`src/design/mexp_pkg.sv`:
```
`timescale 1ns / 1ps
// ----------------------------------------------------------------------------
// mexp_pkg
// Shared action codes, decoded operation type and port widths for the
// monomial exponent ALU.
// ----------------------------------------------------------------------------
package mexp_pkg;

    localparam int ACTION_W    = 3;
    localparam int DATA_W      = 64;
    localparam int IN_TDATA_W  = 2 * DATA_W;
    localparam int OUT_TUSER_W = 2;
    localparam int FLAG_BIT    = 0;
    localparam int ERROR_BIT   = 1;

    typedef enum logic [ACTION_W-1:0] {
        ACT_MUL  = 3'd0,
        ACT_DIV  = 3'd1,
        ACT_EQ   = 3'd2,
        ACT_LEX  = 3'd3,
        ACT_GLEX = 3'd4
    } action_t;

    // one-hot decode of the action; all zero for an undefined code
    typedef struct packed {
        logic mul;
        logic div;
        logic eq;
        logic lex;
        logic glex;
    } op_t;

endpackage

```
`src/design/mexp_lane.sv`:
```
`timescale 1ns / 1ps
// ----------------------------------------------------------------------------
// mexp_lane
// Stage 1: action decode, per-lane add, subtract and compare, and the total
// degree of both monomials.
// ----------------------------------------------------------------------------
module mexp_lane #(
    parameter int NUM_VARS = 8,
    parameter int EXP_BITS = 8,
    localparam int LANE_W  = NUM_VARS * EXP_BITS,
    localparam int EXT_W   = (LANE_W > mexp_pkg::DATA_W) ? LANE_W : mexp_pkg::DATA_W,
    localparam int SUM_W   = NUM_VARS * (EXP_BITS + 1),
    localparam int DEG_W   = EXP_BITS + $clog2(NUM_VARS)
) (
    input  logic                          clk,
    input  logic                          load,
    input  logic [mexp_pkg::ACTION_W-1:0] action,
    input  logic [mexp_pkg::DATA_W-1:0]   exponents_a,
    input  logic [mexp_pkg::DATA_W-1:0]   exponents_b,
    output mexp_pkg::op_t                 op,
    output logic [SUM_W-1:0]              sum,
    output logic [LANE_W-1:0]             diff,
    output logic [NUM_VARS-1:0]           lt,
    output logic [NUM_VARS-1:0]           gt,
    output logic [DEG_W-1:0]              deg_a,
    output logic [DEG_W-1:0]              deg_b
);

    mexp_pkg::op_t          op_reg,    op_next;
    logic [SUM_W-1:0]       sum_reg,   sum_next;
    logic [LANE_W-1:0]      diff_reg,  diff_next;
    logic [NUM_VARS-1:0]    lt_reg,    lt_next;
    logic [NUM_VARS-1:0]    gt_reg,    gt_next;
    logic [DEG_W-1:0]       deg_a_reg, deg_a_next;
    logic [DEG_W-1:0]       deg_b_reg, deg_b_next;
    logic [EXT_W-1:0]       a_x;
    logic [EXT_W-1:0]       b_x;

    // lanes past bit 63 read as zero
    assign a_x = EXT_W'(exponents_a);
    assign b_x = EXT_W'(exponents_b);

    always_comb
    begin
        op_next = '0;
        unique case (mexp_pkg::action_t'(action))
            mexp_pkg::ACT_MUL:  op_next.mul  = 1'b1;
            mexp_pkg::ACT_DIV:  op_next.div  = 1'b1;
            mexp_pkg::ACT_EQ:   op_next.eq   = 1'b1;
            mexp_pkg::ACT_LEX:  op_next.lex  = 1'b1;
            mexp_pkg::ACT_GLEX: op_next.glex = 1'b1;
            default:            op_next      = '0;
        endcase
    end

    always_comb
    begin
        logic [EXP_BITS-1:0] la;
        logic [EXP_BITS-1:0] lb;
        sum_next   = '0;
        diff_next  = '0;
        lt_next    = '0;
        gt_next    = '0;
        deg_a_next = '0;
        deg_b_next = '0;
        for (int i = 0; i < NUM_VARS; i++)
        begin
            la = a_x[i*EXP_BITS +: EXP_BITS];
            lb = b_x[i*EXP_BITS +: EXP_BITS];
            sum_next[i*(EXP_BITS+1) +: EXP_BITS+1] = {1'b0, la} + {1'b0, lb};
            diff_next[i*EXP_BITS +: EXP_BITS]      = la - lb;
            lt_next[i]  = (la < lb);
            gt_next[i]  = (la > lb);
            deg_a_next  = deg_a_next + DEG_W'(la);
            deg_b_next  = deg_b_next + DEG_W'(lb);
        end
    end

    always_ff @(posedge clk)
    begin
        if (load)
        begin
            op_reg    <= op_next;
            sum_reg   <= sum_next;
            diff_reg  <= diff_next;
            lt_reg    <= lt_next;
            gt_reg    <= gt_next;
            deg_a_reg <= deg_a_next;
            deg_b_reg <= deg_b_next;
        end
    end

    assign op    = op_reg;
    assign sum   = sum_reg;
    assign diff  = diff_reg;
    assign lt    = lt_reg;
    assign gt    = gt_reg;
    assign deg_a = deg_a_reg;
    assign deg_b = deg_b_reg;

endmodule

```
`src/design/mexp_reduce.sv`:
```
`timescale 1ns / 1ps
// ----------------------------------------------------------------------------
// mexp_reduce
// Stage 2: lane saturation, divide check, equality, lexicographic search
// from the top lane down, and degree compare.
// ----------------------------------------------------------------------------
module mexp_reduce #(
    parameter int NUM_VARS = 8,
    parameter int EXP_BITS = 8,
    localparam int LANE_W  = NUM_VARS * EXP_BITS,
    localparam int SUM_W   = NUM_VARS * (EXP_BITS + 1),
    localparam int DEG_W   = EXP_BITS + $clog2(NUM_VARS)
) (
    input  logic                clk,
    input  logic                load,
    input  mexp_pkg::op_t       op_in,
    input  logic [SUM_W-1:0]    sum,
    input  logic [LANE_W-1:0]   diff,
    input  logic [NUM_VARS-1:0] lt,
    input  logic [NUM_VARS-1:0] gt,
    input  logic [DEG_W-1:0]    deg_a,
    input  logic [DEG_W-1:0]    deg_b,
    output mexp_pkg::op_t       op,
    output logic [LANE_W-1:0]   mul_res,
    output logic                mul_err,
    output logic [LANE_W-1:0]   div_res,
    output logic                div_err,
    output logic                eq,
    output logic                lex,
    output logic                deg_lt,
    output logic                deg_eq
);

    mexp_pkg::op_t        op_reg;
    logic [LANE_W-1:0]    mul_res_reg, mul_res_next;
    logic                 mul_err_reg, mul_err_next;
    logic [LANE_W-1:0]    div_res_reg;
    logic                 div_err_reg;
    logic                 eq_reg,      eq_next;
    logic                 lex_reg,     lex_next;
    logic                 deg_lt_reg;
    logic                 deg_eq_reg;
    logic [NUM_VARS-1:0]  neq;

    assign neq = lt | gt;

    always_comb
    begin
        logic [EXP_BITS:0] s;
        mul_res_next = '0;
        mul_err_next = 1'b0;
        for (int i = 0; i < NUM_VARS; i++)
        begin
            s = sum[i*(EXP_BITS+1) +: EXP_BITS+1];
            mul_res_next[i*EXP_BITS +: EXP_BITS] = s[EXP_BITS] ? {EXP_BITS{1'b1}}
                                                               : s[EXP_BITS-1:0];
            mul_err_next = mul_err_next | s[EXP_BITS];
        end
    end

    // a < b decided by the highest lane that differs
    always_comb
    begin
        lex_next = 1'b0;
        for (int i = 0; i < NUM_VARS; i++)
        begin
            lex_next = lex_next | (lt[i] & ~|(neq >> (i + 1)));
        end
        eq_next = ~|neq;
    end

    always_ff @(posedge clk)
    begin
        if (load)
        begin
            op_reg      <= op_in;
            mul_res_reg <= mul_res_next;
            mul_err_reg <= mul_err_next;
            div_res_reg <= diff;
            div_err_reg <= |lt;
            eq_reg      <= eq_next;
            lex_reg     <= lex_next;
            deg_lt_reg  <= (deg_a < deg_b);
            deg_eq_reg  <= (deg_a == deg_b);
        end
    end

    assign op      = op_reg;
    assign mul_res = mul_res_reg;
    assign mul_err = mul_err_reg;
    assign div_res = div_res_reg;
    assign div_err = div_err_reg;
    assign eq      = eq_reg;
    assign lex     = lex_reg;
    assign deg_lt  = deg_lt_reg;
    assign deg_eq  = deg_eq_reg;

endmodule

```
`src/design/mexp_select.sv`:
```
`timescale 1ns / 1ps
// ----------------------------------------------------------------------------
// mexp_select
// Stage 3: picks result, flag and error by action into the output register.
// ----------------------------------------------------------------------------
module mexp_select #(
    parameter int NUM_VARS = 8,
    parameter int EXP_BITS = 8,
    localparam int LANE_W  = NUM_VARS * EXP_BITS,
    localparam int EXT_W   = (LANE_W > mexp_pkg::DATA_W) ? LANE_W : mexp_pkg::DATA_W
) (
    input  logic                        clk,
    input  logic                        load,
    input  mexp_pkg::op_t               op,
    input  logic [LANE_W-1:0]           mul_res,
    input  logic                        mul_err,
    input  logic [LANE_W-1:0]           div_res,
    input  logic                        div_err,
    input  logic                        eq,
    input  logic                        lex,
    input  logic                        deg_lt,
    input  logic                        deg_eq,
    output logic [mexp_pkg::DATA_W-1:0] exponents_result,
    output logic                        flag,
    output logic                        error
);

    logic [mexp_pkg::DATA_W-1:0] result_reg, result_next;
    logic                        flag_reg,   flag_next;
    logic                        error_reg,  error_next;
    logic [LANE_W-1:0]           res_lane;
    logic [EXT_W-1:0]            res_x;

    always_comb
    begin
        priority if (op.mul)
            res_lane = mul_res;
        else if (op.div && !div_err)
            res_lane = div_res;
        else
            res_lane = '0;
    end

    // bits above 63 are dropped
    assign res_x       = EXT_W'(res_lane);
    assign result_next = res_x[mexp_pkg::DATA_W-1:0];

    always_comb
    begin
        priority if (op.eq)
            flag_next = eq;
        else if (op.lex)
            flag_next = lex;
        else if (op.glex)
            flag_next = deg_lt | (deg_eq & lex);
        else
            flag_next = 1'b0;
    end

    assign error_next = (op.mul & mul_err) | (op.div & div_err);

    always_ff @(posedge clk)
    begin
        if (load)
        begin
            result_reg <= result_next;
            flag_reg   <= flag_next;
            error_reg  <= error_next;
        end
    end

    assign exponents_result = result_reg;
    assign flag             = flag_reg;
    assign error            = error_reg;

endmodule

```
`src/design/monomial_exponent_alu.sv`:
```
`timescale 1ns / 1ps
// An accepted input item reaches m_tvalid after passing all three register stages.
// Throughput: one item per cycle while m_tready is high; three register stages (lane ops, reduce,
// output select), each advancing when the stage after it is empty or moving.
// Reset: rst_n clears all stage valid bits asynchronously; payload is not reset.
// ----------------------------------------------------------------------------
// monomial_exponent_alu
// Multiply, exact divide, equality and (graded) lexicographic compare of two
// packed exponent vectors, as a three-stage pipeline on stream channels.
// ----------------------------------------------------------------------------
module monomial_exponent_alu #(
    parameter int NUM_VARS = 8,   // 1 .. 16
    parameter int EXP_BITS = 8    // 2 .. 16
) (
    input  logic                             clk,
    input  logic                             rst_n,
    // input channel
    input  logic                             s_tvalid,
    output logic                             s_tready,
    input  logic [mexp_pkg::IN_TDATA_W-1:0]  s_tdata,   // exponents_a[63:0], exponents_b[127:64]
    input  logic [mexp_pkg::ACTION_W-1:0]    s_tuser,   // action[2:0]
    // result channel
    output logic                             m_tvalid,
    input  logic                             m_tready,
    output logic [mexp_pkg::DATA_W-1:0]      m_tdata,   // exponents_result[63:0]
    output logic [mexp_pkg::OUT_TUSER_W-1:0] m_tuser    // flag[0], error[1]
);

    localparam int LANE_W = NUM_VARS * EXP_BITS;
    localparam int SUM_W  = NUM_VARS * (EXP_BITS + 1);
    localparam int DEG_W  = EXP_BITS + $clog2(NUM_VARS);

    // ------------------------------------------------------------------
    // Pipeline control: a stage takes new contents when it is empty or
    // the stage after it takes its item this cycle.
    // ------------------------------------------------------------------
    logic v1_reg, v1_next;
    logic v2_reg, v2_next;
    logic v3_reg, v3_next;
    logic ready1, ready2, ready3;
    logic load1, load2, load3;

    assign ready3 = !v3_reg || m_tready;
    assign ready2 = !v2_reg || ready3;
    assign ready1 = !v1_reg || ready2;

    assign load1 = s_tvalid && ready1;
    assign load2 = v1_reg && ready2;
    assign load3 = v2_reg && ready3;

    assign v1_next = ready1 ? s_tvalid : v1_reg;
    assign v2_next = ready2 ? v1_reg   : v2_reg;
    assign v3_next = ready3 ? v2_reg   : v3_reg;

    always_ff @(posedge clk or negedge rst_n)
    begin
        if (!rst_n)
        begin
            v1_reg <= 1'b0;
            v2_reg <= 1'b0;
            v3_reg <= 1'b0;
        end
        else
        begin
            v1_reg <= v1_next;
            v2_reg <= v2_next;
            v3_reg <= v3_next;
        end
    end

    assign s_tready = ready1;
    assign m_tvalid = v3_reg;

    // ------------------------------------------------------------------
    // Stage 1: decode, lane add/subtract/compare, total degrees
    // ------------------------------------------------------------------
    mexp_pkg::op_t       s1_op;
    logic [SUM_W-1:0]    s1_sum;
    logic [LANE_W-1:0]   s1_diff;
    logic [NUM_VARS-1:0] s1_lt;
    logic [NUM_VARS-1:0] s1_gt;
    logic [DEG_W-1:0]    s1_deg_a;
    logic [DEG_W-1:0]    s1_deg_b;

    mexp_lane #(
        .NUM_VARS (NUM_VARS),
        .EXP_BITS (EXP_BITS)
    ) u_lane (
        .clk         (clk),
        .load        (load1),
        .action      (s_tuser),
        .exponents_a (s_tdata[mexp_pkg::DATA_W-1:0]),
        .exponents_b (s_tdata[mexp_pkg::IN_TDATA_W-1:mexp_pkg::DATA_W]),
        .op          (s1_op),
        .sum         (s1_sum),
        .diff        (s1_diff),
        .lt          (s1_lt),
        .gt          (s1_gt),
        .deg_a       (s1_deg_a),
        .deg_b       (s1_deg_b)
    );

    // ------------------------------------------------------------------
    // Stage 2: saturation, divide check, lex search, degree compare
    // ------------------------------------------------------------------
    mexp_pkg::op_t     s2_op;
    logic [LANE_W-1:0] s2_mul_res;
    logic              s2_mul_err;
    logic [LANE_W-1:0] s2_div_res;
    logic              s2_div_err;
    logic              s2_eq;
    logic              s2_lex;
    logic              s2_deg_lt;
    logic              s2_deg_eq;

    mexp_reduce #(
        .NUM_VARS (NUM_VARS),
        .EXP_BITS (EXP_BITS)
    ) u_reduce (
        .clk     (clk),
        .load    (load2),
        .op_in   (s1_op),
        .sum     (s1_sum),
        .diff    (s1_diff),
        .lt      (s1_lt),
        .gt      (s1_gt),
        .deg_a   (s1_deg_a),
        .deg_b   (s1_deg_b),
        .op      (s2_op),
        .mul_res (s2_mul_res),
        .mul_err (s2_mul_err),
        .div_res (s2_div_res),
        .div_err (s2_div_err),
        .eq      (s2_eq),
        .lex     (s2_lex),
        .deg_lt  (s2_deg_lt),
        .deg_eq  (s2_deg_eq)
    );

    // ------------------------------------------------------------------
    // Stage 3: output register; holds its item while m_tready is low
    // ------------------------------------------------------------------
    logic out_flag;
    logic out_error;

    mexp_select #(
        .NUM_VARS (NUM_VARS),
        .EXP_BITS (EXP_BITS)
    ) u_select (
        .clk              (clk),
        .load             (load3),
        .op               (s2_op),
        .mul_res          (s2_mul_res),
        .mul_err          (s2_mul_err),
        .div_res          (s2_div_res),
        .div_err          (s2_div_err),
        .eq               (s2_eq),
        .lex              (s2_lex),
        .deg_lt           (s2_deg_lt),
        .deg_eq           (s2_deg_eq),
        .exponents_result (m_tdata),
        .flag             (out_flag),
        .error            (out_error)
    );

    assign m_tuser[mexp_pkg::FLAG_BIT]  = out_flag;
    assign m_tuser[mexp_pkg::ERROR_BIT] = out_error;

    // ------------------------------------------------------------------
    // Assertions
    // ------------------------------------------------------------------
    // flag belongs to compares, error to multiply/divide: never both
    a_flag_err_excl: assert property (@(posedge clk) disable iff (!rst_n)
        m_tvalid |-> !(out_flag && out_error))
        else $error("flag and error both set on one item");

    // an accepted item always lands in stage 1
    a_accept_lands: assert property (@(posedge clk) disable iff (!rst_n)
        (s_tvalid && s_tready) |=> v1_reg)
        else $error("accepted item lost at stage 1");

    // a stalled stage keeps its item
    a_s1_hold: assert property (@(posedge clk) disable iff (!rst_n)
        (v1_reg && !ready2) |=> v1_reg)
        else $error("stage 1 item dropped under stall");

    a_s2_hold: assert property (@(posedge clk) disable iff (!rst_n)
        (v2_reg && !ready3) |=> v2_reg)
        else $error("stage 2 item dropped under stall");

endmodule
```
`config.mk`:
```
export PLATFORM = sky130hd
export DESIGN_NAME = monomial_exponent_alu
export DESIGN_NICKNAME = d
export VERILOG_FILES = /design/src/design/mexp_pkg.sv /design/src/design/mexp_lane.sv /design/src/design/mexp_reduce.sv /design/src/design/mexp_select.sv /design/src/design/monomial_exponent_alu.sv
export SDC_FILE = /design/constraint.sdc
export NUM_CORES = 1
export LEC_CHECK = 0
export BUFFER_PORTS_ARGS = -buffer_cell sky130_fd_sc_hd__clkbuf_2
export CAP_MARGIN = 20
export CORE_AREA = 5 5 217 198
export DETAILED_ROUTE_END_ITERATION = 10
export DIE_AREA = 0 0 222 203
export GPL_ROUTABILITY_DRIVEN = 0
export PLACE_DENSITY_LB_ADDON = 0.25
export SLEW_MARGIN = 30
export SYNTH_ARGS = -nofsm -noshare
export SYNTH_HDL_FRONTEND = slang
export SYNTH_SLANG_ARGS = --single-unit
```
`constraint.sdc`:
```
create_clock -name clk -period 7.2 [get_ports clk]
set_input_delay 0.36 -clock clk [delete_from_list [all_inputs] [get_ports clk]]
set_output_delay 0.36 -clock clk [all_outputs]
set_load 0.01 [all_outputs]
```
# Word level (Yosys, flattened, before mapping)
# Index checks and enable logic that the tools add are counted.
# op_classes
addsub	30
muxes	10
eq_ne	5
magnitude_cmp	17
reduce_logical	28
bitwise_logic	27
# op_table
op	n
adder 11 x 8 -> 11 bit	12
2-to-1 mux 64 bit	2
adder 8 x 8 -> 9 bit	10
greater-than comparator 8 bit	8
less-than comparator 8 bit	8
subtractor 8 bit	8
OR 1 bit	16
OR reduction 8 bit	2
logical NOT 1 bit	12
equality test 11 bit	1
less-than comparator 11 bit	1
AND 1 bit	10
2-to-1 mux 1 bit	8
OR 8 bit	1
OR reduction 7 bit	1
equality test 3 x 2 -> 1 bit, second input constant	2
OR reduction 6 bit	1
OR reduction 5 bit	1
logical AND 1 bit	4
OR reduction 4 bit	1
equality test 3 x 1 -> 1 bit, second input constant	1
equality test 3 bit, second input constant	1
logical NOT 3 bit	1
logical OR 1 bit	3
2 further kinds	2
# totals
inputBits	135
out_inout_bits	68
reg_bits	387

# Depth between registers and ports, before layout
# depth
ltp_word	11
ltp_mapped	20
ltp_nobuf	20

# Hierarchy
# A second synthesis with hierarchy kept.
# unflattened
hier_cells	1727
area_unflattened_um2	21957.3
# by_module_without_submodules
module	area_each_um2	cells_per_inst	seq_area_each_um2	instances
mexp_lane	14063.5	1299	5134.9	1
mexp_reduce	4971.0	263	4174.0	1
mexp_select	2766.4	151	1981.9	1
monomial_exponent_alu	156.4	14	75.1	1

# Worst setup path before layout
# Ideal clock, no wire load.
# synth_path
kind	register to register
start	register v3_reg (netlist: m_tvalid)
end	register u_lane.deg_a_reg[0] (netlist: u_lane.deg_a[0]) (enable)
stages_incl_launch_ff	4
setup_time_ns	0.552
path_buffers	0
t_arrival_ns	4.663
setup_slack_ns	1.985
path_cell_list	dfrtp_1 > nor2b_1 > nand3_1 > and2_1
# synth_between
elab_chain_cells	5
# synth_rtl
element	line_no	source
start, declared	monomial_exponent_alu.sv:39	logic v3_reg, v3_next;
start signal, assigned	monomial_exponent_alu.sv:67	v3_reg <= v3_next;
logical NOT 1 bit	monomial_exponent_alu.sv:43	assign ready3 = !v3_reg || m_tready;
logical OR 1 bit	monomial_exponent_alu.sv:43	
logical OR 1 bit	monomial_exponent_alu.sv:44	assign ready2 = !v2_reg || ready3;
logical OR 1 bit	monomial_exponent_alu.sv:45	assign ready1 = !v1_reg || ready2;
net s_tready	monomial_exponent_alu.sv:19	output logic s_tready,
logical AND 1 bit	monomial_exponent_alu.sv:47	assign load1 = s_tvalid && ready1;
net load1	monomial_exponent_alu.sv:41	logic load1, load2, load3;
end signal, assigned	mexp_lane.sv:88	deg_a_reg <= deg_a_next;
end, declared	mexp_lane.sv:34	logic [DEG_W-1:0] deg_a_reg, deg_a_next;
# The timed path passes the listed nets, and every way through them passes these cells.
# A chain may end at the register's enable or synchronous reset.

# Worst setup path after layout
# layout_path
start	input s_tdata[0] (netlist bit)
end	register u_lane.deg_a_reg[10] (netlist: u_lane.deg_a[10]) (data pin)
# layout_between
elab_chain_cells	7
# layout_rtl
element	line_no	source
start, declared	monomial_exponent_alu.sv:20	input logic [mexp_pkg::IN_TDATA_W-1:0] s_tdata,
adder 8 x 8 -> 9 bit	mexp_lane.sv:74	deg_a_next = deg_a_next + DEG_W'(la);
adder 11 x 8 -> 11 bit (6 in a row)	mexp_lane.sv:74	
net u_lane.deg_a_next[10]	mexp_lane.sv:34	
# The timed path passes the listed nets, and every way through them passes these cells.

==> out/results.ini <==
[run_status]
outcome=completed

[cells_and_area]
final_common_cell=edfxtp_1
fill_cells=3096
post-route-util_pct=61.9
area_growth_pct=13.5
final_nets=2381
final_cell_mix=edfxtp_1, inv_1, clkbuf_2, ha_1, nor2_1
final_layout_size_suffix_gt1_share_pct=19.0
largest_register_ff_count=70

[worst_setup_path]
path_class=input pin to flip-flop
crit_arrival_ns=4.99
critPathRequiredTime_ns=7.52
worstPathMaxFanout=6
r2r_start=m_tvalid
worstSetupStartpointType=input pin
critPathCaptureType=flip-flop
r2r_cells=4
r2r_setup_slack_ns=4.52
r2r-end=u_reduce.div_res[59]

[cts]
cts_tree=done
cts_max_level=2
cts-buffers-inserted=42
clock_sinks=379
path_clk_slew_ns=0.06
cts_setup_buffers=0
cts_root_buffer=clkbuf_16
clk_path_buf_depth=3
clock_latency_ns=0.57

[synth]
synthCells=1755
ys_ff_latch=379
synth_edf_count=376
async_reset_ff_share_pct=0.792
synth_ff_type=edfxtp_1
yosysUniqueCellTypes=57
synth_nets=2169
avgSynthCellArea_um2=12.5
yosysWarnings=0
synth_area_um2=22000
ys_seq_area_share_pct=51.7

[run]
drv_cap=0

[timing]
hold_viol=0
fin_worst_skew_ns=0.0119
setup_violations=0
rsz0062_at_grt=false
final_max_slew_viol_count=0
fin_crit_sh_pct=64.8
period_needed_ns=4.67
tns_ns=0
worst_pin_slew_ns=0.942
relSlewSlack_pct=37.2
fmax_ghz=0.214
hold-worst-slack_ns=0.0964

[floorplanning]
core_area_um2=40300
initial_utilization_pct=54.6
die_y_um=203
die_x_um=222
placementRows=70
io_pins=203
die_area_um2=45100

[detailed_routing]
drcViolationCount=0
drt-initial-drc-count=1124
drt-wirelength-per-cell_um=20.2
num_vias=13900
ant_nets=0
detail_route.vias_per_cell=5.47
drt_first_pass_iters=6
totalWireLength_um=51500

[placement]
io_buffers=202
dp_hpwl_um=39500

[global_routing]
grt_usage_pct=22.7
grt_pass1_wl_um=79000
antenna_found_initial=2
grt-ovfl-total=0
grt_max_degree=76
grt_pass1_vias=13900

[min_path]
hold_end=m_tvalid
hold_depth=3
hp-class=input pin to flip-flop
hp-start=m_tready

[power]
p_leak_nw=10.6
vdd_drop_max_mv=0.257
cellPowerDensity_nw_per_um2=325

worst max path at each step:
stage                     cells after the start   startpoint               end
final                                        20   s_tdata[0]  u_lane.deg_a[10]
after global routing                         20  s_tdata[72]  u_lane.deg_b[10]
after CTS                                    19   s_tdata[1]  u_lane.deg_a[10]
after detailed placement                     19   s_tdata[1]  u_lane.deg_a[10]
after global placement                       19   s_tdata[1]  u_lane.deg_a[10]
after floorplan                               3     m_tvalid   u_lane.deg_a[0]
routing by layer:
layer	routed length (µm)	GRT usage, %
met5	13	0
met2	24000	35.9
met1	22400	32.2
met4	1370	6.67
met3	3700	4.44
where the power goes:
group	switching, W	internal [W]	total [W]
Sequential	0.0000977	0.00295	0.00305
Combinational	0.00165	0.00119	0.00285
Clock	0.000883	0.00134	0.00222
Total	0.00263	0.00548	0.00812
worst max-delay path, stage by stage:
cell and delay, ns:
clkbuf_2 0.11, ha_1 0.21, inv_1 0.07, fa_1 0.41, nor2b_1 0.15, o21ai_1 0.07, nand2b_1 0.15, xor2_1 0.27
fa_1 0.46, inv_1 0.08, fa_1 0.46, fa_1 0.43, fa_1 0.54, inv_1 0.05, ha_1 0.35, nand3_1 0.14
o2111ai_2 0.18, a41o_1 0.29, a21oi_2 0.14, xnor2_1 0.07
logic make-up (layout without fill, tap and decap cells):
logic type / count (synthesis) / count (layout) / share of synthesized area (%)
fa+ha+maj: 279 / 279 / 19.1
other cells: 0 / 1 / 0
xor+xnor: 107 / 107 / 4.26
buf+inv: 317 / 563 / 5.79
compound gates: 295 / 295 / 10.5
mux: 6 / 6 / 0.273
simple gates: 372 / 372 / 8.43
flops: 379 / 379 / 51.7
stage by stage:
step	power [W]	std cells	instance area (µm²)	setup WS (ns)
5_1_grt	0.00860	2542	25000	2.35
3_3_place_gp	0.00576	2461	23500	2.06
3_5_place_dp	0.00588	2461	23500	1.99
4_1_cts	0.00814	2541	24900	2.56
2_1_floorplan	0.00514	1755	22000	1.98
6_report	0.00812	2542	25000	2.53
synth_stat cells, drive strengths merged (35+ instances only):
cell type  number  area, µm²
buf            39        230
xnor2          73        639
nor2          136        510
a21oi          79        407
or2            66        413
edfxtp        376      11300
fa             94       1880
a22o           65        569
ha            185       2310
o21bai         35        263
inv           275       1030
cell type report:
cell class	instances	area (µm²)	share of cell area [%]
clock inverters	31	365	1.46
well taps	540	676	2.71
inverters	275	1030	4.14
diodes	1	2.50	0.0100
flip-flops and latches	379	11400	45.5
repair buffers	210	1080	4.33
multi-input cells	1059	9360	37.5
clock buffers	47	1070	4.29
repair_timing:
action / in CTS / in global routing
hold buffers: 2 / 0
endpoints found under the hold margin: 4 / 0
resized for setup: 0 / 0
No activity file was read; power rests on OpenSTA's default activity.
